==> src/hw/rtl/eas_pkg.sv <==
// Shared types, constants and lookup tables for the encoder setpoint adjuster.
// No dependencies; every other file of the block imports this package.
package eas_pkg;

  localparam int unsigned SetpointW  = 16;
  localparam int unsigned StepW      = 10;
  localparam int unsigned IntervalW  = 32;
  localparam int unsigned OpW        = 2;
  localparam int unsigned NumSetpt   = 4;
  localparam int unsigned SetptIdxW  = 2;
  localparam int unsigned NumThresh  = 32;
  localparam int unsigned FifoDepth  = 2;

  // Input operation codes
  localparam logic [OpW-1:0] OP_LEFT    = 2'd0;
  localparam logic [OpW-1:0] OP_RIGHT   = 2'd1;
  localparam logic [OpW-1:0] OP_ADVANCE = 2'd2;

  // Limit register indexes and reset values
  localparam logic [SetptIdxW-1:0] REG_CH0_VOLT = 2'd0;
  localparam logic [SetptIdxW-1:0] REG_CH0_CURR = 2'd1;
  localparam logic [SetptIdxW-1:0] REG_CH1_VOLT = 2'd2;
  localparam logic [SetptIdxW-1:0] REG_CH1_CURR = 2'd3;

  localparam logic [SetpointW-1:0] VOLT_LIMIT_RST = 16'd28500;
  localparam logic [SetpointW-1:0] CURR_LIMIT_RST = 16'd2048;

  // Descending interval thresholds; the first one reached picks the step
  localparam logic [SetpointW-1:0] THRESH_TAB [NumThresh] = '{
    16'd65051, 16'd54845, 16'd47930, 16'd42693, 16'd38477, 16'd34948, 16'd31913, 16'd29251,
    16'd26880, 16'd24742, 16'd22796, 16'd21010, 16'd19360, 16'd17827, 16'd16395, 16'd15051,
    16'd13786, 16'd12590, 16'd11457, 16'd10380, 16'd9354,  16'd8374,  16'd7437,  16'd6538,
    16'd5675,  16'd4845,  16'd4046,  16'd3275,  16'd2530,  16'd1810,  16'd1113,  16'd500
  };

  localparam logic [StepW-1:0] STEP_TAB [NumThresh] = '{
    10'd1,   10'd1,   10'd1,   10'd20,  10'd55,  10'd90,  10'd125, 10'd160,
    10'd195, 10'd230, 10'd265, 10'd300, 10'd335, 10'd370, 10'd405, 10'd440,
    10'd475, 10'd510, 10'd545, 10'd580, 10'd615, 10'd650, 10'd685, 10'd720,
    10'd755, 10'd790, 10'd825, 10'd860, 10'd895, 10'd930, 10'd965, 10'd1000
  };

  // What the back end has to do with one word
  typedef enum logic [1:0] {
    KIND_DEC = 2'd0,
    KIND_INC = 2'd1,
    KIND_ADV = 2'd2,
    KIND_NOP = 2'd3
  } kind_e;

  typedef struct packed {
    kind_e             kind;
    logic [StepW-1:0]  step;
  } cmd_t;

endpackage

==> src/hw/rtl/encoder_accelerated_setpoint_adjust_top.sv <==
// Encoder setpoint adjuster with speed-dependent step size.
// Input channel (in_valid_i / in_stall_o) carries one encoder event per word:
//   operation_i selects rotate left, rotate right or advance selection, and
//   interval_i gives the time since the previous detent.
// Output channel (out_valid_o / out_stall_i) returns one word per event with
//   the selection, the selected setpoint, the step applied and a clamp flag.
// A word moves when valid is high and stall is low at a rising clock edge.
// The input word is registered in the queue and then in the output register,
//   which the back end loads only while it is empty or being drained.
// Throughput: one word per cycle unless stalled; the front end looks up the
//   step with 32 parallel threshold compares, the back end does one add or
//   subtract and a limit compare per word, with a FifoDepth-word queue between.
// Limit registers are written through cfg_we_i / cfg_index_i / cfg_data_i;
//   the user must write them only while no word is in flight, unchecked by the block.
// Reset (rst_ni low) clears all setpoints, selects channel 0 voltage, loads
//   the default limits and empties the queue and the output register.
// When the receiver stalls, the output word holds; the queue then fills and
//   in_stall_o rises once it is full.
// Depends on eas_pkg, eas_front, eas_queue and eas_back.
module encoder_accelerated_setpoint_adjust_top #(
  parameter int unsigned FifoDepth = eas_pkg::FifoDepth
) (
  input  logic                            clk_i,
  input  logic                            rst_ni,
  input  logic                            cfg_we_i,
  input  logic [eas_pkg::SetptIdxW-1:0]   cfg_index_i,
  input  logic [eas_pkg::SetpointW-1:0]   cfg_data_i,
  input  logic                            in_valid_i,
  output logic                            in_stall_o,
  input  logic [eas_pkg::OpW-1:0]         operation_i,
  input  logic [eas_pkg::IntervalW-1:0]   interval_i,
  output logic                            out_valid_o,
  input  logic                            out_stall_i,
  output logic                            sel_channel_o,
  output logic                            sel_quantity_o,
  output logic [eas_pkg::SetpointW-1:0]   setpoint_value_o,
  output logic [eas_pkg::StepW-1:0]       step_used_o,
  output logic                            hit_limit_o
);
  import eas_pkg::*;

  cmd_t front_cmd;
  cmd_t head_cmd;
  logic q_full, q_valid, q_pop;

  assign in_stall_o = q_full;

  eas_front u_front (
    .operation_i (operation_i),
    .interval_i  (interval_i),
    .cmd_o       (front_cmd)
  );

  eas_queue #(
    .Depth (FifoDepth)
  ) u_queue (
    .clk_i       (clk_i),
    .rst_ni      (rst_ni),
    .push_i      (in_valid_i),
    .push_data_i (front_cmd),
    .full_o      (q_full),
    .pop_i       (q_pop),
    .valid_o     (q_valid),
    .pop_data_o  (head_cmd)
  );

  eas_back u_back (
    .clk_i            (clk_i),
    .rst_ni           (rst_ni),
    .cfg_we_i         (cfg_we_i),
    .cfg_index_i      (cfg_index_i),
    .cfg_data_i       (cfg_data_i),
    .cmd_valid_i      (q_valid),
    .cmd_i            (head_cmd),
    .cmd_pop_o        (q_pop),
    .out_valid_o      (out_valid_o),
    .out_stall_i      (out_stall_i),
    .sel_channel_o    (sel_channel_o),
    .sel_quantity_o   (sel_quantity_o),
    .setpoint_value_o (setpoint_value_o),
    .step_used_o      (step_used_o),
    .hit_limit_o      (hit_limit_o)
  );

endmodule

==> src/hw/rtl/eas_front.sv <==
// Front end: classifies an incoming word and looks up its step size.
// Depends on eas_pkg for the threshold and step tables and the command type.
module eas_front (
  input  logic [eas_pkg::OpW-1:0]       operation_i,
  input  logic [eas_pkg::IntervalW-1:0] interval_i,
  output eas_pkg::cmd_t                 cmd_o
);
  import eas_pkg::*;

  logic [StepW-1:0] step;

  // Priority search: the lowest-numbered threshold reached wins
  always_comb begin
    step = '0;
    for (int i = NumThresh - 1; i >= 0; i--) begin
      if (interval_i >= IntervalW'(THRESH_TAB[i])) begin
        step = STEP_TAB[i];
      end
    end
  end

  always_comb begin
    cmd_o.kind = KIND_NOP;
    cmd_o.step = '0;
    case (operation_i)
      OP_LEFT: begin
        if (step != '0) begin
          cmd_o.kind = KIND_DEC;
          cmd_o.step = step;
        end
      end
      OP_RIGHT: begin
        if (step != '0) begin
          cmd_o.kind = KIND_INC;
          cmd_o.step = step;
        end
      end
      OP_ADVANCE: begin
        cmd_o.kind = KIND_ADV;
      end
      default: begin
        cmd_o.kind = KIND_NOP;
      end
    endcase
  end

endmodule

==> src/hw/rtl/eas_queue.sv <==
// Short command queue between the front and back ends.
// Depends on eas_pkg for the command type.
module eas_queue #(
  parameter int unsigned Depth = eas_pkg::FifoDepth
) (
  input  logic          clk_i,
  input  logic          rst_ni,
  input  logic          push_i,
  input  eas_pkg::cmd_t push_data_i,
  output logic          full_o,
  input  logic          pop_i,
  output logic          valid_o,
  output eas_pkg::cmd_t pop_data_o
);
  import eas_pkg::*;

  localparam int unsigned PtrW = (Depth > 1) ? $clog2(Depth) : 1;
  localparam int unsigned CntW = $clog2(Depth + 1);

  cmd_t              mem_q [Depth];
  logic [PtrW-1:0]   wr_ptr_q, wr_ptr_d;
  logic [PtrW-1:0]   rd_ptr_q, rd_ptr_d;
  logic [CntW-1:0]   count_q, count_d;
  logic              do_push, do_pop;

  assign full_o     = (count_q == CntW'(Depth));
  assign valid_o    = (count_q != '0);
  assign do_push    = push_i && !full_o;
  assign do_pop     = pop_i && valid_o;
  assign pop_data_o = mem_q[rd_ptr_q];

  always_comb begin
    wr_ptr_d = wr_ptr_q;
    rd_ptr_d = rd_ptr_q;
    count_d  = count_q;
    if (do_push) begin
      wr_ptr_d = (wr_ptr_q == PtrW'(Depth - 1)) ? '0 : wr_ptr_q + PtrW'(1);
    end
    if (do_pop) begin
      rd_ptr_d = (rd_ptr_q == PtrW'(Depth - 1)) ? '0 : rd_ptr_q + PtrW'(1);
    end
    if (do_push && !do_pop) begin
      count_d = count_q + CntW'(1);
    end else if (do_pop && !do_push) begin
      count_d = count_q - CntW'(1);
    end
  end

  always_ff @(posedge clk_i or negedge rst_ni) begin
    if (!rst_ni) begin
      wr_ptr_q <= '0;
      rd_ptr_q <= '0;
      count_q  <= '0;
    end else begin
      wr_ptr_q <= wr_ptr_d;
      rd_ptr_q <= rd_ptr_d;
      count_q  <= count_d;
    end
  end

  always_ff @(posedge clk_i) begin
    if (do_push) begin
      mem_q[wr_ptr_q] <= push_data_i;
    end
  end

endmodule

==> src/hw/rtl/eas_back.sv <==
// Back end: holds setpoints, limits and selection, applies commands, drives the
// output register. Depends on eas_pkg for the command type and constants.
module eas_back (
  input  logic                            clk_i,
  input  logic                            rst_ni,
  input  logic                            cfg_we_i,
  input  logic [eas_pkg::SetptIdxW-1:0]   cfg_index_i,
  input  logic [eas_pkg::SetpointW-1:0]   cfg_data_i,
  input  logic                            cmd_valid_i,
  input  eas_pkg::cmd_t                   cmd_i,
  output logic                            cmd_pop_o,
  output logic                            out_valid_o,
  input  logic                            out_stall_i,
  output logic                            sel_channel_o,
  output logic                            sel_quantity_o,
  output logic [eas_pkg::SetpointW-1:0]   setpoint_value_o,
  output logic [eas_pkg::StepW-1:0]       step_used_o,
  output logic                            hit_limit_o
);
  import eas_pkg::*;

  logic [SetpointW-1:0] setpt_q [NumSetpt];
  logic [SetpointW-1:0] limit_q [NumSetpt];
  logic                 sel_ch_q, sel_ch_d;
  logic                 sel_qty_q, sel_qty_d;
  logic [SetptIdxW-1:0] idx;
  logic [SetpointW-1:0] rd_val, rd_lim, new_val;
  logic [SetpointW:0]   sum;
  logic                 hit, wr_setpt;
  logic                 out_valid_q;
  logic                 pop;

  // Take a word when the output register is empty or being drained
  assign pop       = cmd_valid_i && (!out_valid_q || !out_stall_i);
  assign cmd_pop_o = pop;

  always_comb begin
    sel_ch_d  = sel_ch_q;
    sel_qty_d = sel_qty_q;
    if (cmd_i.kind == KIND_ADV) begin
      if (!sel_qty_q) begin
        sel_qty_d = 1'b1;
      end else begin
        sel_qty_d = 1'b0;
        sel_ch_d  = ~sel_ch_q;
      end
    end
  end

  // Rotates leave the selection alone, so one read index serves all cases
  assign idx    = {sel_ch_d, sel_qty_d};
  assign rd_val = setpt_q[idx];
  assign rd_lim = limit_q[idx];
  assign sum    = {1'b0, rd_val} + (SetpointW + 1)'(cmd_i.step);

  always_comb begin
    new_val  = rd_val;
    hit      = 1'b0;
    wr_setpt = 1'b0;
    case (cmd_i.kind)
      KIND_DEC: begin
        wr_setpt = 1'b1;
        if (rd_val < SetpointW'(cmd_i.step)) begin
          new_val = '0;
          hit     = 1'b1;
        end else begin
          new_val = rd_val - SetpointW'(cmd_i.step);
        end
      end
      KIND_INC: begin
        wr_setpt = 1'b1;
        if (sum > {1'b0, rd_lim}) begin
          new_val = rd_lim;
          hit     = 1'b1;
        end else begin
          new_val = sum[SetpointW-1:0];
        end
      end
      default: begin
        new_val = rd_val;
      end
    endcase
  end

  always_ff @(posedge clk_i or negedge rst_ni) begin
    if (!rst_ni) begin
      for (int i = 0; i < NumSetpt; i++) begin
        setpt_q[i] <= '0;
      end
      limit_q[REG_CH0_VOLT] <= VOLT_LIMIT_RST;
      limit_q[REG_CH0_CURR] <= CURR_LIMIT_RST;
      limit_q[REG_CH1_VOLT] <= VOLT_LIMIT_RST;
      limit_q[REG_CH1_CURR] <= CURR_LIMIT_RST;
      sel_ch_q    <= 1'b0;
      sel_qty_q   <= 1'b0;
      out_valid_q <= 1'b0;
    end else begin
      if (cfg_we_i) begin
        limit_q[cfg_index_i] <= cfg_data_i;
      end
      if (pop) begin
        sel_ch_q  <= sel_ch_d;
        sel_qty_q <= sel_qty_d;
        if (wr_setpt) begin
          setpt_q[idx] <= new_val;
        end
        out_valid_q <= 1'b1;
      end else if (!out_stall_i) begin
        out_valid_q <= 1'b0;
      end
    end
  end

  always_ff @(posedge clk_i) begin
    if (pop) begin
      sel_channel_o    <= sel_ch_d;
      sel_quantity_o   <= sel_qty_d;
      setpoint_value_o <= new_val;
      step_used_o      <= cmd_i.step;
      hit_limit_o      <= hit;
    end
  end

  assign out_valid_o = out_valid_q;

endmodule
==> config.mk <==
export PLATFORM = sky130hd
export DESIGN_NAME = encoder_accelerated_setpoint_adjust_top
export DESIGN_NICKNAME = d
export VERILOG_FILES = /design/src/hw/rtl/eas_pkg.sv /design/src/hw/rtl/encoder_accelerated_setpoint_adjust_top.sv /design/src/hw/rtl/eas_front.sv /design/src/hw/rtl/eas_queue.sv /design/src/hw/rtl/eas_back.sv
export SDC_FILE = /design/constraint.sdc
export NUM_CORES = 1
export LEC_CHECK = 0
export ABC_AREA = 1
export BUFFER_PORTS_ARGS = -buffer_cell sky130_fd_sc_hd__buf_2
export CAP_MARGIN = 20
export CORE_MARGIN = 3
export CORE_UTILIZATION = 50
export CTS_BUF_LIST = sky130_fd_sc_hd__clkbuf_4
export DETAILED_ROUTE_END_ITERATION = 16
export PLACE_DENSITY = 0.67
export SYNTH_ARGS = -nofsm -noshare
export SYNTH_HDL_FRONTEND = slang
export SYNTH_SLANG_ARGS = --single-unit
==> constraint.sdc <==
create_clock -name clk_i -period 13.3 [get_ports clk_i]
set_input_delay 1.33 -clock clk_i [delete_from_list [all_inputs] [get_ports clk_i]]
set_output_delay 1.33 -clock clk_i [all_outputs]
set_load 0.05 [all_outputs]
==> impl_metrics.env <==
export IMPL_routed_wl_um=30000
export IMPL_fin_crit_sh=0.616
export IMPL_syn_cell_area_sq_mm=0.0114
export IMPL_grt_ovfl_total=0
export IMPL_met1_usage=0.364
export IMPL_ys_warnings_count=0
export IMPL_fp_coreArea_sq_mm=0.0221
export IMPL_cts_root_buf="clkbuf_4"
export IMPL_grt_most_used_layer="met2"
export IMPL_crit_type="flop to flop"
export IMPL_cts_buffer_depth=2
export IMPL_status="finished, final reports clean"
export IMPL_hold_path_class="flop to flop"
export IMPL_synthCells=1425
export IMPL_fillers=2107
export IMPL_insertion_delay_ns=0.60
export IMPL_syn_to_final_growth_pct=8.72
export IMPL_dp_hpwl_um=21800
export IMPL_fin_crit_ns=8.19
export IMPL_slew_viol_final=0
export IMPL_cp_start_kind="flop"
export IMPL_maxSlewHeadroom=0.320
export IMPL_use_met3=0.0382
export IMPL_setup_viol=0
export IMPL_cap_violations=0
export IMPL_synthDistinctLibCells=62
export IMPL_grt_util_met2=0.390
export IMPL_fin_tns_setup_ns=0
export IMPL_clock_sinks=188
export IMPL_num_rows=54
export IMPL_synth_largest_area_cell="dfrtp_1"
export IMPL_yosys_area_top_type_share=0.252
export IMPL_grt_pass1_wl_um=48400
export IMPL_synthTopCellsByArea="dfrtp_1 (25%), edfxtp_1 (14%), nand2_1 (13%), inv_1 (6.4%), o21ai_0 (6.0%)"
export IMPL_viasPerCell=5.45
export IMPL_numCtsBuffers=17
export IMPL_critPathRequiredTime_ns=13.77
export IMPL_place_gp_congestion=0.964
export IMPL_syn_avg_cell_area_sq_um=8.00
export IMPL_ys_seq_area_frac=0.438
export IMPL_grt_max_degree=73
export IMPL_drc=0
export IMPL_cts_clk_slew_worst_paths_ns=0.18
export IMPL_drive_gt1_frac=0.148
export IMPL_dieArea_sq_mm=0.0247
export IMPL_nets=1594
export IMPL_synth_flop_cell="dfrtp_1"
export IMPL_multiInputGateArea_sq_mm=0.00544
export IMPL_antenna_found_initial=1
export IMPL_fin_skew_ns=0.0328
export IMPL_grt_pass1_vias=9126
export IMPL_htreeDepth=4
export IMPL_endpoint_kind="flop"
export IMPL_drt_pass1_iter_count=5
export IMPL_timing_fmax_mhz=122
export IMPL_ys_ff_latch=188
export IMPL_cts_setup_buffers=0
export IMPL_tightest_slew_ns=1.02
export IMPL_hold_buffers=0
export IMPL_routedWlPerCell_um=16.7
export IMPL_finalHoldViolations=0
export IMPL_io_pins=88
export IMPL_start_util=0.516
export IMPL_port_buffers=87
export IMPL_critPathMaxStageDelay_ns=0.86
export IMPL_crit_top_cell="nand2_1"
export IMPL_ant_nets=0
export IMPL_rsz0062_at_grt="false"
export IMPL_synth_fp_nets=1521
export IMPL_synth_edf_count=53
export IMPL_vias=9764
export IMPL_ctsResizeCount=0
export IMPL_critPathMaxFanout=26
export IMPL_drt_iter0_drc=958
export IMPL_critPathArrivalTime_ns=8.66
export IMPL_min_path_cells=2
export IMPL_worstRegToRegCells=40
export IMPL_ff_latch_area_sq_mm=0.00499
export IMPL_die_y_um=157
export IMPL_critPathSlowestCell="clkinv_1"
export IMPL_grt_use_total=0.248
export IMPL_die_x_um=157
export IMPL_cts_tree="yes"
export IMPL_async_reset_ff_frac=0.718
-- cell usage after synthesis, types with 20 or more instances --
| cell | number |
|---|---|
| o21ai_1 | 39 |
| o21ai_0 | 137 |
| dfrtp_1 | 115 |
| edfxtp_1 | 53 |
| inv_1 | 194 |
| ha_1 | 37 |
| nor2_1 | 118 |
| nand2_1 | 386 |
| nand3_1 | 34 |
| dfstp_2 | 20 |
| clkbuf_1 | 35 |
| a21oi_1 | 50 |
| a22oi_1 | 20 |
-- path summary, 6_finish.rpt --
check	start	endpoint	slack, ns
max reg2reg	u_queue.rd_ptr_q	u_back.setpt_q[9]	5.11
min reg2reg	u_back.setpt_q[23]	u_back.setpt_q[23]	0.50
max in group asynchronous	rst_ni	u_back.limit_q[63]	11.08
min in group asynchronous	rst_ni	u_back.out_valid_o	0.77
max	u_queue.rd_ptr_q	u_back.setpt_q[9]	5.11
min	u_back.setpt_q[23]	u_back.setpt_q[23]	0.50
-- final cells by class --
cell class                      instances  share of cell area
Multi-Input combinational cell        987               0.439
Sequential cell                       188               0.403
Inverter                              207              0.0631
Timing Repair Buffer                   97              0.0423
Tap cell                              280              0.0283
Clock inverter                         15              0.0143
Clock buffer                           17              0.0103
Antenna cell                            1            0.000202
-- cell usage in the layout (no fill, tap or decap), types with 4 or more instances in the layout --
master,instances
inv_1,194
o31ai_1,8
o221ai_1,8
clkbuf_4,17
nand2_1,386
nand3_1,34
a31oi_1,4
xor2_1,13
dfstp_2,20
nor2_1,116
o2111ai_4,9
buf_4,9
o21ai_1,39
o22ai_1,8
o21ai_0,137
edfxtp_1,53
a21boi_0,6
nand2_2,5
dfrtp_1,115
inv_2,9
nor2_4,5
a22oi_1,20
buf_2,86
a21oi_1,50
nor3_1,12
a211oi_1,5
ha_1,37
inv_6,6
or2_2,11
nand3_2,5
nand4_1,9
o221ai_2,5
o21bai_1,6
a22oi_2,4
-- critical path, delay by kind of cell, from the launching register on --
kind | cells | cell delay, ns
flops | 1 | 0.65
fa+ha+maj | 2 | 0.66
buf+inv | 7 | 1.70
xor+xnor | 1 | 0.15
compound gates | 14 | 2.09
simple gates | 16 | 2.77
-- metal layers --
layer | vias up | routed length [um]
met2 | 327 | 13400
met5 | - | 0
met3 | 29 | 1840
met1 | 4566 | 14400
li1 | 4842 | -
met4 | 0 | 391
-- logic make-up after synthesis --
group | Yosys count | share of synthesized area
AND/OR/NAND/NOR | 598 | 0.220
flip-flops | 188 | 0.438
adder cells (fa/ha/maj) | 39 | 0.0441
buffers and inverters | 250 | 0.0855
AO/OA/AOI/OAI | 333 | 0.198
XOR/XNOR | 17 | 0.0147
-- per-stage QoR --
step	setup slack [ns]	cells	utilization	hold slack, ns	cell area [sq um]
after floorplan	7.52	1425	-	0.448	11400
after global placement	5.42	1756	0.546	0.462	12100
after detailed placement	5.21	1756	0.546	0.466	12100
after CTS	5.11	1788	0.559	0.502	12400
after global routing	4.24	1792	0.561	0.520	12400
final	5.11	1792	0.561	0.499	12400
-- registers in the layout, indices dropped and copies added, names as in the netlist, 2 cells and up --
name	flops
u_back.setpt_q	64
u_back.setpoint_value_o	16
u_back.limit_q	64
u_queue.mem_q	24
u_back.step_used_o	10
u_queue.count_q	2
Power is left out: the tool's default activity adds up to more than one toggle a clock period on the data nets, which glitch-free logic cannot reach.
